[config.mk]
export PLATFORM = sky130hd
export DESIGN_NAME = rotary_knob_decoder_top
export DESIGN_NICKNAME = d
export VERILOG_FILES = /design/src/rtl/core/rkd_pkg.sv /design/src/rtl/core/rotary_knob_decoder_top.sv
export VERILOG_INCLUDE_DIRS = /design/src /design/src/rtl/core
export SDC_FILE = /design/constraint.sdc
export NUM_CORES = 1
export LEC_CHECK = 0
export ABC_AREA = 1
export BUFFER_PORTS_ARGS = -buffer_cell sky130_fd_sc_hd__buf_2
export CAP_MARGIN = 20
export CORE_MARGIN = 3
export CORE_UTILIZATION = 45
export DETAILED_ROUTE_END_ITERATION = 10
export GPL_ROUTABILITY_DRIVEN = 0
export PLACE_DENSITY = 0.63
export SKIP_LAST_GASP = 1
export SLEW_MARGIN = 30
export SYNTH_ARGS = -nofsm -noshare
export SYNTH_HDL_FRONTEND = slang
export SYNTH_SLANG_ARGS = --single-unit
export TNS_END_PERCENT = 5
[constraint.sdc]
create_clock -name clk -period 4.2 [get_ports clk]
set_input_delay 0.21 -clock clk [delete_from_list [all_inputs] [get_ports clk]]
set_output_delay 0.21 -clock clk [all_outputs]
set_load 0.1 [all_outputs]
[src/rtl/core/rotary_knob_decoder_top_macros.svh]
// ----------------------------------------------------------------------------
// Rotary knob decoder assertion macros
// Shorthand for clocked assertions that are disabled while reset is held.
// ----------------------------------------------------------------------------
`ifndef ROTARY_KNOB_DECODER_TOP_MACROS_SVH
`define ROTARY_KNOB_DECODER_TOP_MACROS_SVH

// Same-cycle implication, sampled on clk, off during reset.
`define RKD_ASSERT_SAME(label, ante, cons, msg) \
    label: assert property (@(posedge clk) disable iff (!rst_n) (ante) |-> (cons)) \
        else $error(msg);

// Next-cycle implication, sampled on clk, off during reset.
`define RKD_ASSERT_NEXT(label, ante, cons, msg) \
    label: assert property (@(posedge clk) disable iff (!rst_n) (ante) |=> (cons)) \
        else $error(msg);

`endif

[src/rtl/core/rkd_pkg.sv]
`timescale 1ns / 1ps
// ----------------------------------------------------------------------------
// Rotary knob decoder package
// Payload types, register indexes, widths and the quadrature step table.
// ----------------------------------------------------------------------------
package rkd_pkg;

    localparam int POSITION_WIDTH = 16;
    localparam int KNOB_POS_WIDTH = 16;
    localparam int TSS_WIDTH      = 9;
    localparam int CFG_DATA_WIDTH = 16;
    localparam int CFG_IDX_WIDTH  = 2;

    typedef enum logic [1:0] {
        DIR_NONE = 2'd0,
        DIR_CW   = 2'd1,
        DIR_CCW  = 2'd2
    } dir_t;

    typedef enum logic [CFG_IDX_WIDTH-1:0] {
        CFG_ROTATION_DEBOUNCE = 2'd0,
        CFG_BUTTON_DEBOUNCE   = 2'd1,
        CFG_LONG_PRESS        = 2'd2
    } cfg_idx_t;

    // Indexed by {previous_ab, new_ab}
    localparam dir_t STEP_TABLE [16] = '{
        DIR_NONE, DIR_CCW,  DIR_CW,   DIR_NONE,
        DIR_CW,   DIR_NONE, DIR_NONE, DIR_CCW,
        DIR_CCW,  DIR_NONE, DIR_NONE, DIR_CW,
        DIR_NONE, DIR_CW,   DIR_CCW,  DIR_NONE
    };

    localparam logic [7:0]  ROT_DEBOUNCE_RESET = 8'd2;
    localparam logic [7:0]  BTN_DEBOUNCE_RESET = 8'd50;
    localparam logic [15:0] LONG_PRESS_RESET   = 16'd2000;

    typedef struct packed {
        logic pin_a_level;
        logic pin_b_level;
        logic button_level;
    } knob_in_t;

    typedef struct packed {
        logic               cw_step;
        logic               ccw_step;
        logic               short_press;
        logic               long_press;
        logic [1:0]         last_direction;
        logic signed [KNOB_POS_WIDTH-1:0] knob_position;
    } knob_out_t;

endpackage

[src/rtl/core/rotary_knob_decoder_top.sv]
`timescale 1ns / 1ps
// ----------------------------------------------------------------------------
// Rotary knob decoder
// Quadrature encoder and push-button decoder, one pin sample per tick.
// ----------------------------------------------------------------------------
// Each input transfer is one tick's sample of encoder pins A and B and the
// active-low button; each produces exactly one output transfer carrying the
// step events, press events, the direction of this tick's valid transition
// and the wrapped half-step position. The block takes one sample per clock
// cycle when the output side keeps up; a sample lands in the input register,
// all decoder and debounce state is updated as it moves to the result
// register, from which the result is offered. The output register holds a
// finished result while the next sample waits in the input register, so a
// stall on the output side only backs up after both registers are full.
// Configuration registers are written through a plain write port and should
// only change while no sample is in flight.
// ----------------------------------------------------------------------------
`include "rotary_knob_decoder_top_macros.svh"

module rotary_knob_decoder_top (
    input  logic                                clk,
    input  logic                                rst_n,
    input  logic                                in_valid,
    output logic                                in_ready,
    input  rkd_pkg::knob_in_t                   in_data,
    output logic                                out_valid,
    input  logic                                out_ready,
    output rkd_pkg::knob_out_t                  out_data,
    input  logic                                cfg_write,
    input  logic [rkd_pkg::CFG_IDX_WIDTH-1:0]   cfg_index,
    input  logic [rkd_pkg::CFG_DATA_WIDTH-1:0]  cfg_data
);
    import rkd_pkg::*;

    // Configuration registers
    logic [7:0]  rot_debounce_reg;
    logic [7:0]  btn_debounce_reg;
    logic [15:0] long_press_ms_reg;

    // Input stage and result stage
    logic      s1_valid_reg;
    knob_in_t  s1_data_reg;
    logic      out_valid_reg;
    knob_out_t out_data_reg;
    knob_out_t out_data_next;
    logic      advance;

    // Decoder state
    logic [1:0]                previous_ab_reg, previous_ab_next;
    logic [1:0]                sampled_ab_reg, sampled_ab_next;
    logic                      previous_button_reg, previous_button_next;
    logic [POSITION_WIDTH-1:0] position_reg, position_next;
    logic [TSS_WIDTH-1:0]      ticks_since_step_reg, ticks_since_step_next;
    logic                      press_registered_reg, press_registered_next;
    logic                      long_fired_reg, long_fired_next;
    logic [15:0]               held_ticks_reg, held_ticks_next;
    logic                      debounce_pending_reg, debounce_pending_next;
    logic [7:0]                debounce_ticks_reg, debounce_ticks_next;

    // Working signals for one tick
    logic [1:0]           ab;
    logic [TSS_WIDTH-1:0] tss_inc;
    logic                 ab_changed;
    logic                 rot_accept;
    dir_t                 step_dir;
    logic [15:0]          held_inc;

    // Move the sample to the result stage whenever the result slot is free
    // or being drained this cycle; accept a new sample into the freed slot.
    assign advance   = s1_valid_reg && (!out_valid_reg || out_ready);
    assign in_ready  = !s1_valid_reg || advance;
    assign out_valid = out_valid_reg;
    assign out_data  = out_data_reg;

    // ---------------- rotation ----------------
    assign ab         = {s1_data_reg.pin_a_level, s1_data_reg.pin_b_level};
    assign tss_inc    = (ticks_since_step_reg == {TSS_WIDTH{1'b1}}) ?
                        ticks_since_step_reg : ticks_since_step_reg + 1'b1;
    assign ab_changed = (ab != sampled_ab_reg);
    // A change counts only once the debounce window after the last step is over
    assign rot_accept = ab_changed &&
                        (tss_inc > {{(TSS_WIDTH-8){1'b0}}, rot_debounce_reg});
    assign step_dir   = rot_accept ? STEP_TABLE[{previous_ab_reg, ab}] : DIR_NONE;
    assign held_inc   = (held_ticks_reg == 16'hFFFF) ? held_ticks_reg : held_ticks_reg + 1'b1;

    always_comb
    begin
        previous_ab_next      = rot_accept ? ab : previous_ab_reg;
        sampled_ab_next       = ab;
        ticks_since_step_next = (step_dir != DIR_NONE) ? '0 : tss_inc;
        position_next         = position_reg;

        out_data_next                = '0;
        out_data_next.last_direction = step_dir;

        case (step_dir)
            DIR_CW:
            begin
                position_next         = position_reg + 1'b1;
                out_data_next.cw_step = !position_next[0];
            end
            DIR_CCW:
            begin
                position_next          = position_reg - 1'b1;
                out_data_next.ccw_step = !position_next[0];
            end
            default:
            begin
                position_next = position_reg;
            end
        endcase

        // Sign-extend or truncate the position to the output width
        out_data_next.knob_position = KNOB_POS_WIDTH'($signed(position_next));

        // ---------------- button ----------------
        previous_button_next  = s1_data_reg.button_level;
        press_registered_next = press_registered_reg;
        long_fired_next       = long_fired_reg;
        held_ticks_next       = held_ticks_reg;
        debounce_pending_next = debounce_pending_reg;
        debounce_ticks_next   = debounce_ticks_reg;

        if (s1_data_reg.button_level)
        begin
            // Release: short press only if the long press never fired
            out_data_next.short_press = press_registered_reg && !long_fired_reg;
            press_registered_next     = 1'b0;
            debounce_pending_next     = 1'b0;
        end
        else if (press_registered_reg)
        begin
            if (!long_fired_reg)
            begin
                held_ticks_next = held_inc;
                if (held_inc >= long_press_ms_reg)
                begin
                    out_data_next.long_press = 1'b1;
                    long_fired_next          = 1'b1;
                end
            end
        end
        else
        begin
            if (debounce_pending_reg)
            begin
                debounce_ticks_next = (debounce_ticks_reg == 8'hFF) ?
                                      debounce_ticks_reg : debounce_ticks_reg + 1'b1;
            end
            else if (previous_button_reg)
            begin
                // Falling edge: start the debounce count
                debounce_pending_next = 1'b1;
                debounce_ticks_next   = '0;
            end
            if (debounce_pending_next && (debounce_ticks_next >= btn_debounce_reg))
            begin
                debounce_pending_next = 1'b0;
                press_registered_next = 1'b1;
                long_fired_next       = 1'b0;
                held_ticks_next       = '0;
            end
        end
    end

    // Configuration writes; unknown indexes drop
    always_ff @(posedge clk or negedge rst_n)
    begin
        if (!rst_n)
        begin
            rot_debounce_reg  <= ROT_DEBOUNCE_RESET;
            btn_debounce_reg  <= BTN_DEBOUNCE_RESET;
            long_press_ms_reg <= LONG_PRESS_RESET;
        end
        else if (cfg_write)
        begin
            case (cfg_index)
                CFG_ROTATION_DEBOUNCE: rot_debounce_reg  <= cfg_data[7:0];
                CFG_BUTTON_DEBOUNCE:   btn_debounce_reg  <= cfg_data[7:0];
                CFG_LONG_PRESS:        long_press_ms_reg <= cfg_data[15:0];
                default:               rot_debounce_reg  <= rot_debounce_reg;
            endcase
        end
    end

    // Pipeline control and decoder state
    always_ff @(posedge clk or negedge rst_n)
    begin
        if (!rst_n)
        begin
            s1_valid_reg         <= 1'b0;
            out_valid_reg        <= 1'b0;
            previous_ab_reg      <= 2'b00;
            sampled_ab_reg       <= 2'b11;
            previous_button_reg  <= 1'b1;
            position_reg         <= '0;
            ticks_since_step_reg <= {TSS_WIDTH{1'b1}};
            press_registered_reg <= 1'b0;
            long_fired_reg       <= 1'b0;
            held_ticks_reg       <= '0;
            debounce_pending_reg <= 1'b0;
            debounce_ticks_reg   <= '0;
        end
        else
        begin
            if (in_ready)
            begin
                s1_valid_reg <= in_valid;
            end
            if (advance)
            begin
                out_valid_reg        <= 1'b1;
                previous_ab_reg      <= previous_ab_next;
                sampled_ab_reg       <= sampled_ab_next;
                previous_button_reg  <= previous_button_next;
                position_reg         <= position_next;
                ticks_since_step_reg <= ticks_since_step_next;
                press_registered_reg <= press_registered_next;
                long_fired_reg       <= long_fired_next;
                held_ticks_reg       <= held_ticks_next;
                debounce_pending_reg <= debounce_pending_next;
                debounce_ticks_reg   <= debounce_ticks_next;
            end
            else if (out_ready)
            begin
                out_valid_reg <= 1'b0;
            end
        end
    end

    // Payload registers: load on transfer, hold otherwise
    always_ff @(posedge clk)
    begin
        if (in_valid && in_ready)
        begin
            s1_data_reg <= in_data;
        end
        if (advance)
        begin
            out_data_reg <= out_data_next;
        end
    end

    // A clockwise full-step event always agrees with the direction reported alongside it
    `RKD_ASSERT_SAME(a_cw_dir, out_valid_reg && out_data_reg.cw_step, out_data_reg.last_direction == DIR_CW, "cw step without clockwise direction")
    `RKD_ASSERT_SAME(a_press_excl, out_valid_reg, !(out_data_reg.short_press && out_data_reg.long_press), "short and long press in one tick")
    `RKD_ASSERT_SAME(a_pend_vs_press, debounce_pending_reg, !press_registered_reg, "debounce pending while press registered")
    // A fresh step leaves a result waiting and restarts the step timer
    `RKD_ASSERT_NEXT(a_step_result, advance && (step_dir != DIR_NONE), out_valid_reg && (ticks_since_step_reg == '0), "step without result")

endmodule

# Word-level counts from Yosys, hierarchy flattened
# Memory sizes are Yosys's and may differ from the RTL's.
# Cells that the tools add are included.
word_totals:
  register_bits: 116
  latchBits: 0
  mem_bits_rw: 0
  rom_bits: 32
  input_bits: 26
  out_inout_bits: 24
  word_cells: 103
  memories: 1
mem_list:
  columns: ["name", "words", "width", "read_ports", "rd_ports_with_merged_regs", "wr", "line", "source"]
  rows:
  - ["(name not given)", 16, 2, 1, 0, 0, "rotary_knob_decoder_top.sv:83", "assign step_dir = rot_accept ? STEP_TABLE[{previous_ab_reg, ab}] : DIR_NONE;"]
op_classes:
  add_sub_neg: 5
  mul: 0
  div_mod_pow: 0
  magnitude_cmp: 4
  eq_ne: 10
  shifts: 0
  n_mux: 31
  n_bitwise: 3
  reduce_logical: 25
op_table:
  columns: ["cell", "count"]
  rows:
  - ["$mux 16", 4]
  - ["$mux 8", 5]
  - ["$add 16x1->16 const B", 2]
  - ["$pmux 16 s2", 1]
  - ["$mux 9", 2]
  - ["$eq 16x16->1 const B", 1]
  - ["$ge 16x16->1", 1]
  - ["$mux 1", 16]
  - ["$sub 16x1->16 const B", 1]
  - ["$reduce_and 2->1", 5]
  - ["$add 9x1->9 const B", 1]
  - ["$eq 9x9->1 const B", 1]
  - ["$gt 9x8->1", 1]
  - ["$add 8x1->8 const B", 1]
  - ["$eq 8x8->1 const B", 1]
  - ["$ge 8x8->1", 1]
  - ["$mux 2", 3]
  - ["$reduce_and 3->1", 2]
  - ["$reduce_bool 2->1", 3]
  - ["$ge 5x5->1 const B", 1]
  - ["$logic_and 1x1->1", 5]
  - ["$logic_not 1->1", 5]
  - ["$not 4->5", 1]
  - ["$eq 2x1->1 const B", 2]
  - ["8 further kinds", 12]

# Longest topological paths before layout
depth:
  ltp_word: 10
  mapped_depth: 26
  depth_no_buf: 25

# Least setup slack after synthesis
# No wires, ideal clock.
synth_path:
  path_type: "register to register"
  startpoint: "register ticks_since_step_reg[0]"
  endpoint: "register out_data_reg (netlist bit out_data[7]) (data pin)"
  setup_time_ps: 258
  arrival_ps: 3312
  required_ps: 3942
  setup_slack_ps: 631
  stages_incl_launch_ff: 24
  path_buffers: 1
  period_less_slack_ps: 3569
  cell_sequence: "dfstp_2 ha_1 inv_1 nor2_2 nand3_2 nand3_1 xnor2_1 ha_1 nand2_1 inv_1 nand4_1 nor2_1 nand2_1 a21oi_2 nand2_1 inv_1 nand3_1 ha_1 buf_2 clkinv_1 a21oi_1 o21ai_0 a22oi_1 inv_1"
synth_lines:
  columns: ["element", "line", "source"]
  rows:
  - ["start, declared", "rotary_knob_decoder_top.sv:53", "logic [TSS_WIDTH-1:0] ticks_since_step_reg, ticks_since_step_next;"]
  - ["start signal, assigned", "rotary_knob_decoder_top.sv:197", "ticks_since_step_reg <= {TSS_WIDTH{1'b1}};"]
  - ["start signal, assigned", "rotary_knob_decoder_top.sv:217", "ticks_since_step_reg <= ticks_since_step_next;"]
  - ["end signal, assigned", "rotary_knob_decoder_top.sv:240", "out_data_reg <= out_data_next;"]
  - ["end, declared", "rotary_knob_decoder_top.sv:44", "knob_out_t out_data_reg;"]

==> impl_metrics.yaml <==
run_status:
  run_status: "completed"
sta:
  period_minus_slack_ps: 3760
  final_hold_viol_count: 0
  slew_headroom_pct: 47.4
  setup_viol: 0
  final.setup_skew_ps: 11.0
  fin_crit_sh_pct: 89.5
  rsz0062_at_grt: "true"
  fmaxAchievable_mhz: 266
  report.final.slew_viol_count: 0
  worst_pin_slew_ps: 789
min_path:
  hold_class: "in -> reg"
pwr:
  p_sw_share_pct: 41.6
  power.density_mw_per_mm2: 602
  p_int_mw: 2.84
  leakagePower_nw: 3.97
  power_mw: 4.87
  pwr-share-comb_pct: 37.8
  pwr-share-clk_pct: 28.4
  p_sw_mw: 2.03
  worst_ir_drop_vdd_mv: 0.374
  p_seq_share_pct: 33.8
yosys:
  synthesis.nets: 961
  synth_edf_count: 25
  synthDistinctLibCells: 40
  yosys_most_used_dff: "dfrtp_1"
  synth_cells: 895
  yosysMostFrequentCell: "nand2_1"
  syn_area_sq_mm: 0.00699
  synth_top_area_share_pct: 24.7
  synth_warnings: 0
  synth.yosys.seq_area_share_pct: 43.7
  postSynthAreaPerCell_sq_um: 7.81
  synth_common_cells: "nand2_1 (242), inv_1 (124), o21ai_0 (82)"
  ys_ff_latch: 116
  yosys-top-cells-area: "dfrtp_1 (25%), nand2_1 (13%), edfxtp_1 (11%)"
  yosysTopAreaCell: "dfrtp_1"
  async_flop_share_pct: 78.4
floorplan:
  start_util_pct: 47.0
  ios: 50
  die_x_um: 131
  die_y_um: 131
  num_rows: 44
  die_area_sq_mm: 0.0171
  coreArea_sq_mm: 0.0149
critical_path:
  worstSetupEndpointType: "flip-flop"
  arrival_ps: 3920
  critPathSlowestCell: "dfstp_2"
  critPathKind: "reg -> reg"
  max_stage_delay_ps: 530
  path_cells: "ha_1 -> inv_1 -> nor2_4 -> nand3_4 -> nand3_1 -> xnor2_1 -> ha_1 -> nand2_1 -> inv_1 -> nand4_1 -> nor2_1 -> nand2_1 -> a21oi_2 -> nand2_1 -> inv_1 -> nand3_1 -> ha_1 -> clkinvlp_4 -> buf_12 -> a221oi_1 -> o21ai_0"
  cp-start-kind: "flip-flop"
  cp_top_family: "simple AND/OR/NAND/NOR gates"
  cp.required_ps: 4360
  path_buf_inv: 5
  crit_fanout: 9
job:
  maxCapViolCount: 0
detailed_routing:
  viasPerCell: 5.16
  drtPass1Iterations: 5
  drt_iter0_drc: 368
  vias: 5936
  remaining_drc_errors: 0
  ant_nets: 0
  routedWlPerCell_um: 13.5
  totalWireLength_um: 15500
clock_network:
  cts-root-buf: "clkbuf_16"
  cts_made_buffers: 17
  cts_tree: "yes"
  cts.sinks: 116
  insertion_delay_ps: 420
  cts_buffer_depth: 2
  htree_num_levels: 4
  clkSlewWorstSetupHoldPaths_ps: 60
grt:
  grt_max_degree: 64
  grt_pass1_wl_um: 26600
  grtUsageTotal_pct: 19.7
  overflow: 0
  antenna_found_initial: 0
  grt_pass1_vias: 5583
placement:
  place_inst: 1114
  dp_hpwl_um: 11400
  numPortBuffers: 49
cells_and_area:
  drive_above_1_share_pct: 14.1
  diodes: 0
  areaGrowthSynthToFinish_pct: 15.7
  largest_register_ff_count: 22
  num-fill-cells: 1452
  finalNetCount: 1021
  fin_cells: 1151
==> final timing paths <==
path	from	end	slack [ps]	cells past startpoint
worst max-delay path	ticks_since_step_reg[0]$_DFFE_PN1P_	out_data[4]$_DFFE_PP_	440	21
worst min register to register	sampled_ab_reg[0]$_DFFE_PN1P_	sampled_ab_reg[0]$_DFFE_PN1P_	470	2
worst min-delay path	cfg_data[8]	long_press_ms_reg[8]$_DFFE_PN1P_	30	3
worst max register to register	ticks_since_step_reg[0]$_DFFE_PN1P_	out_data[4]$_DFFE_PP_	440	21
max in group asynchronous	rst_n	long_press_ms_reg[6]$_DFFE_PN1P_	2850	3
min in group asynchronous	rst_n	debounce_ticks_reg[2]$_DFFE_PN0P_	420	2
==> worst register-to-register path, stage by stage, from the launching register on <==
cell and delay (ps):
dfstp_2 530, ha_1 180, inv_1 80, nor2_4 160, nand3_4 130, nand3_1 110, xnor2_1 90, ha_1 290
nand2_1 50, inv_1 60, nand4_1 120, nor2_1 110, nand2_1 80, a21oi_2 180, nand2_1 100, inv_1 80
nand3_1 90, ha_1 410, clkinvlp_4 170, buf_12 160, a221oi_1 190, o21ai_0 130
==> per-stage QoR <==
stage	worst slack [ps]	util, %	instance area, sq um	hold WS (ps)	setup TNS, ps
after floorplan	631	-	6990	-85.6	0
after global placement	426	49.9	7420	358	0
after detailed placement	277	49.9	7420	355	0
after CTS	288	54.0	8030	13.2	0
after global routing	-49.8	54.4	8080	31.6	-53.5
final	439	54.4	8080	28.5	0
==> layout make-up <==
cell class                      instances  area, sq um  area share [%]
Timing Repair Buffer                   61          370            4.58
Inverter                              129          488            6.04
Clock buffer                           23          489            6.05
Sequential cell                       116         3060            37.8
Clock inverter                          8         76.3           0.944
Tap cell                              184          230            2.85
Multi-Input combinational cell        630         3370            41.7
==> cells in the final DEF, fill, tap and decap left out, types with 16 or more instances in the layout <==
| cell type | netlist | layout |
|---|---|---|
| nand2_1 | 242 | 242 |
| nand3_1 | 51 | 50 |
| xor2_1 | 18 | 18 |
| o21ai_0 | 82 | 82 |
| buf_2 | 8 | 48 |
| inv_1 | 124 | 123 |
| edfxtp_1 | 25 | 25 |
| dfstp_2 | 22 | 22 |
| nor2_1 | 59 | 59 |
| dfrtp_1 | 69 | 69 |
| a21oi_1 | 41 | 41 |
| clkbuf_16 | 0 | 18 |
| ha_1 | 40 | 40 |
| nand4_1 | 16 | 16 |
==> cell families after synthesis <==
group	share of synthesized area, %
AO/OA/AOI/OAI	11.9
XOR/XNOR	3.01
adder cells (fa/ha/maj)	7.16
buffers and inverters	8.25
flip-flops	43.7
AND/OR/NAND/NOR	25.9
==> power by group through the flow <==
stage,combinational (mW),clock (mW),sequential (mW)
after global routing,2.11,1.46,1.68
after floorplan,1.05,0,2.02
after global placement,1.79,0,1.66
after CTS,1.83,1.41,1.64
final,1.84,1.38,1.65
after detailed placement,1.81,0,1.66
==> per-layer routing <==
metal  global-route usage [%]  up-vias  routed length (um)
met4                     5.99        0                 164
li1                         -     3057                   -
met5                        0        -                   0
met1                     27.3     2756                7800
met3                     4.88       14                 588
met2                     30.8      109                6950
==> repair_timing <==
| action | CTS | global route |
|---|---|---|
| buffers inserted | 0 | 1 |
| gates resized for setup | 0 | 5 |
| hold buffers | 5 | 0 |
| hold endpoints to repair | 47 | 0 |
| endpoints found under the setup margin | 0 | 18 |
No activity file was read; power rests on OpenSTA's default activity.
